<file path="src/lzw_compressor_defines.svh">
// Assertion macros for the LZW compressor.
`ifndef LZW_COMPRESSOR_DEFINES_SVH
`define LZW_COMPRESSOR_DEFINES_SVH

// Condition in this cycle implies consequence in the same cycle.
`define LZWC_ASSERT_SAME(label, clk, rstn, ante, cons, msg) \
    label: assert property (@(posedge clk) disable iff (!rstn) (ante) |-> (cons)) \
        else $error(msg);

// Condition in this cycle implies consequence in the next cycle.
`define LZWC_ASSERT_NEXT(label, clk, rstn, ante, cons, msg) \
    label: assert property (@(posedge clk) disable iff (!rstn) (ante) |=> (cons)) \
        else $error(msg);

`endif

</file>
<file path="src/lzwc_pkg.sv">
// ----------------------------------------------------------------------------
// lzwc_pkg
// Shared constants and controller/datapath interface types for the LZW block.
// ----------------------------------------------------------------------------
`timescale 1ns / 1ps
`default_nettype none

package lzwc_pkg;

    localparam int DictEntriesDef  = 4096;
    localparam int AlphabetSizeDef = 64;
    localparam int SymbolW         = 6;
    localparam int CodeOutW        = 12;
    localparam int SymbolTabDepth  = 1 << SymbolW;

    // Commands from the controller to the datapath.
    typedef struct packed {
        logic load_in;   // capture the input word
        logic rd_child;  // read child table at {current code, symbol}
        logic rd_entry;  // read dictionary entry at the child candidate
        logic update;    // apply hit/miss, emit on miss
        logic flush;     // emit current code as last, end the stream
    } ctl_cmd_t;

    // Status from the datapath to the controller.
    typedef struct packed {
        logic init_busy; // child table clear after reset still running
        logic miss;      // active string and no match
        logic is_last;   // captured word closes the stream
        logic out_free;  // output register can take a word this cycle
    } dp_status_t;

endpackage

`default_nettype wire

</file>
<file path="src/lzwc_ctrl.sv">
// ----------------------------------------------------------------------------
// lzwc_ctrl
// Sequencer: accept, child read, entry read, decide, optional flush.
// ----------------------------------------------------------------------------
`timescale 1ns / 1ps
`default_nettype none

module lzwc_ctrl (
    input  wire logic                  aclk,
    input  wire logic                  aresetn,
    input  wire logic                  in_valid,
    output logic                       in_ready,
    input  wire lzwc_pkg::dp_status_t  status,
    output lzwc_pkg::ctl_cmd_t         cmd
);
    import lzwc_pkg::*;

    typedef enum logic [2:0] {
        S_IDLE,
        S_RD_CHILD,
        S_RD_ENTRY,
        S_DECIDE,
        S_FLUSH
    } state_t;

    state_t state_reg, state_next;

    always_comb begin
        state_next   = state_reg;
        cmd          = '0;
        in_ready     = 1'b0;
        case (state_reg)
            S_IDLE: begin
                // hold off input until the child table is cleared
                in_ready = !status.init_busy;
                if (in_valid && !status.init_busy) begin
                    cmd.load_in = 1'b1;
                    state_next  = S_RD_CHILD;
                end
            end
            S_RD_CHILD: begin
                cmd.rd_child = 1'b1;
                state_next   = S_RD_ENTRY;
            end
            S_RD_ENTRY: begin
                cmd.rd_entry = 1'b1;
                state_next   = S_DECIDE;
            end
            S_DECIDE: begin
                // hold while a miss code has nowhere to go
                if (!status.miss || status.out_free) begin
                    cmd.update = 1'b1;
                    state_next = status.is_last ? S_FLUSH : S_IDLE;
                end
            end
            S_FLUSH: begin
                if (status.out_free) begin
                    cmd.flush  = 1'b1;
                    state_next = S_IDLE;
                end
            end
            default: state_next = S_IDLE;
        endcase
    end

    always_ff @(posedge aclk) begin
        if (!aresetn) begin
            state_reg <= S_IDLE;
        end else begin
            state_reg <= state_next;
        end
    end

endmodule

`default_nettype wire

</file>
<file path="config.mk">
export PLATFORM = sky130hd
export DESIGN_NAME = lzwc_ctrl
export DESIGN_NICKNAME = d
export VERILOG_FILES = /design/src/lzw_compressor_defines.svh /design/src/lzwc_pkg.sv /design/src/lzwc_ctrl.sv
export SDC_FILE = /design/constraint.sdc
export NUM_CORES = 1
export LEC_CHECK = 0
export BUFFER_PORTS_ARGS = -buffer_cell sky130_fd_sc_hd__buf_4
export CAP_MARGIN = 40
export CORE_AREA = 2 2 39 41
export DETAILED_ROUTE_END_ITERATION = 8
export DIE_AREA = 0 0 41 43
export GPL_TIMING_DRIVEN = 0
export PLACE_DENSITY_LB_ADDON = 0.05
export SKIP_LAST_GASP = 1
export SYNTH_ARGS = -nofsm -noshare
export SYNTH_HDL_FRONTEND = slang
export SYNTH_SLANG_ARGS = --single-unit
</file>
<file path="constraint.sdc">
create_clock -name aclk -period 1.12 [get_ports aclk]
set_input_delay 0.056 -clock aclk [delete_from_list [all_inputs] [get_ports aclk]]
set_output_delay 0.056 -clock aclk [all_outputs]
set_load 0.02 [all_outputs]
</file>
==> flow_summary.yaml <==
logic_synthesis:
  netlist_area_sq_um: 193.9
  syn-num-nets: 30
  synth_top_area_share_pct: 30.97
  synth_area_leader_cell: "dfxtp_1"
  yosysWarnings: 0
  seq_area_frac_synth_pct: 30.97
  synth_area_per_cell_sq_um: 8.432
  netlist-cell-type-count: 17
  syn_inst: 23
  ys_top_cells_by_area: "dfxtp_1 (31%), o21a_1 (7.7%), nor2b_1 (6.5%), nor3b_2 (6.5%), nor2_1 (5.8%)"
  ys_seq_elements: 3
timing:
  max_slew.worst_pin.slew_ns: 0.2510
  setup_violations: 8
  whs_ns: 0.05422
  clock.fmax_ghz: 0.7871
  timing.final.crit_share_pct: 113.4
  setup_slack_ns: -0.1505
  max_slew_margin_pct: 83.19
  drv_slew: 0
  finalHoldViolCount: 0
  rsz0062_at_grt: "yes"
  finalClockSkew_ns: 0.0008846
  fin_crit_ns: 1.270
final_layout:
  n_antenna_cell: 0
  syn_to_final_growth_pct: 87.74
  largest_reg_flops: 3
  finalNetCount: 48
  fin_cells: 56
  final_layout_size_suffix_gt1_share_pct: 62.50
worst_setup_path:
  cp.arrival_ns: 1.21
  crit_slowest_cell: "or3_4"
  cp_max_fo: 3
  endpoint_kind: "primary output"
  crit_buf_inv: 1
  startpoint_type: "register"
  crit_start: "state_reg[2]"
  r2r_start: "state_reg[2]"
  cpPeakStageDelay_ns: 0.39
  cp_top_family: "simple AND/OR/NAND/NOR gates"
  setup.worst_path.class: "register to primary output"
  path_cells: "or3_4, nor2b_1, buf_4"
  critPathRequiredTime_ns: 1.06
floorplan:
  die_w_microns: 41
  initial_utilization_pct: 14.01
  core_sq_mm: 0.001384
  ios: 13
  num_rows: 14
  fp.dieArea_sq_mm: 0.001763
  dieHeight_microns: 43
global_route:
  grt_pass1_wl_microns: 848
  grt_pass1_vias: 204
  grt.total_usage_pct: 8.024
  grt_max_degree: 8
  grt_overflow: 0
  antenna_found_initial: 0
worst_hold_path:
  worstHoldPathType: "input pin to register"
  holdCritStartpoint: "aresetn"
clock_tree:
  numCtsBuffers: 3
  clk_pin_slew_worst_paths_ns: 0.04
  cts_tree: "done"
  clk_latency_ns: 0.23
  cts_buffer_depth: 2
  cts_hold_buf: 0
  root_buffer: "clkbuf_4"
  numClockSinks: 3
  h-tree-depth: 1
power:
  p_per_area_mw_per_mm2: 1162
  power_leakage_uw: 0.0001590
  ir_drop_mv: 0.3291
drt:
  wl_microns: 589
  routed_via_density: 4.018
  ant_nets: 0
  route.detailed.drc: 0
  dr.pass1.iters: 1
  wl_per_cell_microns: 10.52
  vias: 225
  drtIter0Drc: 0
outcome:
  outcome: "complete, but fails checks"
  violations: "setup timing"
placed_design:
  gp_congestion: 0.6544
  dp.cells: 51
  dpl.hpwl_microns: 435.3
  port_buffers: 12
flow_run:
  maxCapViolCount: 0
==> cells by family (layout without fill, tap and decap cells) <==
logic type,after synthesis,in the layout,share of synthesized area [%]
compound gates,6,6,21.29
flops,3,3,30.97
simple gates,13,13,45.81
buf+inv,1,18,1.934
==> final cells by class <==
type,instances,area [sq um]
Tap cell,16,20.02
Clock buffer,4,26.28
Timing Repair Buffer,13,105.1
Multi-Input combinational cell,19,142.6
Sequential cell,3,66.31
Fill cell,156,1020
Inverter,1,3.754
==> placed cells by master (no fill, tap or decap) <==
cell type,count
nor2_1,1
buf_4,11
and2_4,1
nand3b_1,1
buf_6,2
o21ai_1,1
nor2_2,2
inv_1,1
dfxtp_2,2
or3_4,1
clkbuf_1,1
o21a_1,2
and3_1,1
dfxtp_4,1
nand4b_1,1
nand3_1,1
nor3b_2,2
clkbuf_4,3
a21oi_1,1
o31a_1,1
nor2b_1,2
a211oi_1,1
==> cell usage after synthesis <==
cell      n
a211oi_1  1
a21oi_1   1
and2_1    1
and3_1    1
dfxtp_1   3
inv_1     1
nand3_1   1
nand3b_1  1
nand4b_1  1
nor2_1    3
nor2b_1   2
nor3b_1   1
nor3b_2   1
o21a_1    2
o21ai_1   1
o31a_1    1
or3_4     1
==> routing by layer <==
layer | part of all wire (%) | global-route usage, %
met1 | 40 | 8.333
met2 | 56 | 10.31
met3 | 4.4 | 3.141
met4 | 0 | 10.00
met5 | 0 | 0
==> power by group <==
part           switching (uW)  internal (uW)
Sequential               10.5            113
Clock                    57.3            134
Combinational            48.7           60.5
Total                     116            307
==> worst paths after layout <==
path                  end  slack [ns]  cells past startpoint
min reg2reg  state_reg[2]        0.54                      2
max                cmd[4]       -0.15                      3
min          state_reg[0]        0.05                      2
max reg2reg  state_reg[1]       -0.03                      4
==> stage by stage <==
step	setup slack [ns]	util [%]	TNS (ns)	area (sq um)	power [uW]
after CTS	-0.1638	26.04	-0.6244	360.3	431.9
after global routing	-0.2065	26.31	-0.9767	364.1	462.2
after floorplan	0.02450	-	0	198.9	177.4
after global placement	-0.002226	22.33	-0.002226	309.0	222.4
final	-0.1505	26.31	-0.5030	364.1	423.1
after detailed placement	0.007626	22.33	0	309.0	223.6
==> repair_timing <==
item / CTS / global route
pin swaps: 1 / 2
resized for setup: 8 / 1
buffers inserted: 1 / 0
setup endpoints to repair: 6 / 9
No activity file was read; power rests on OpenSTA's default activity.
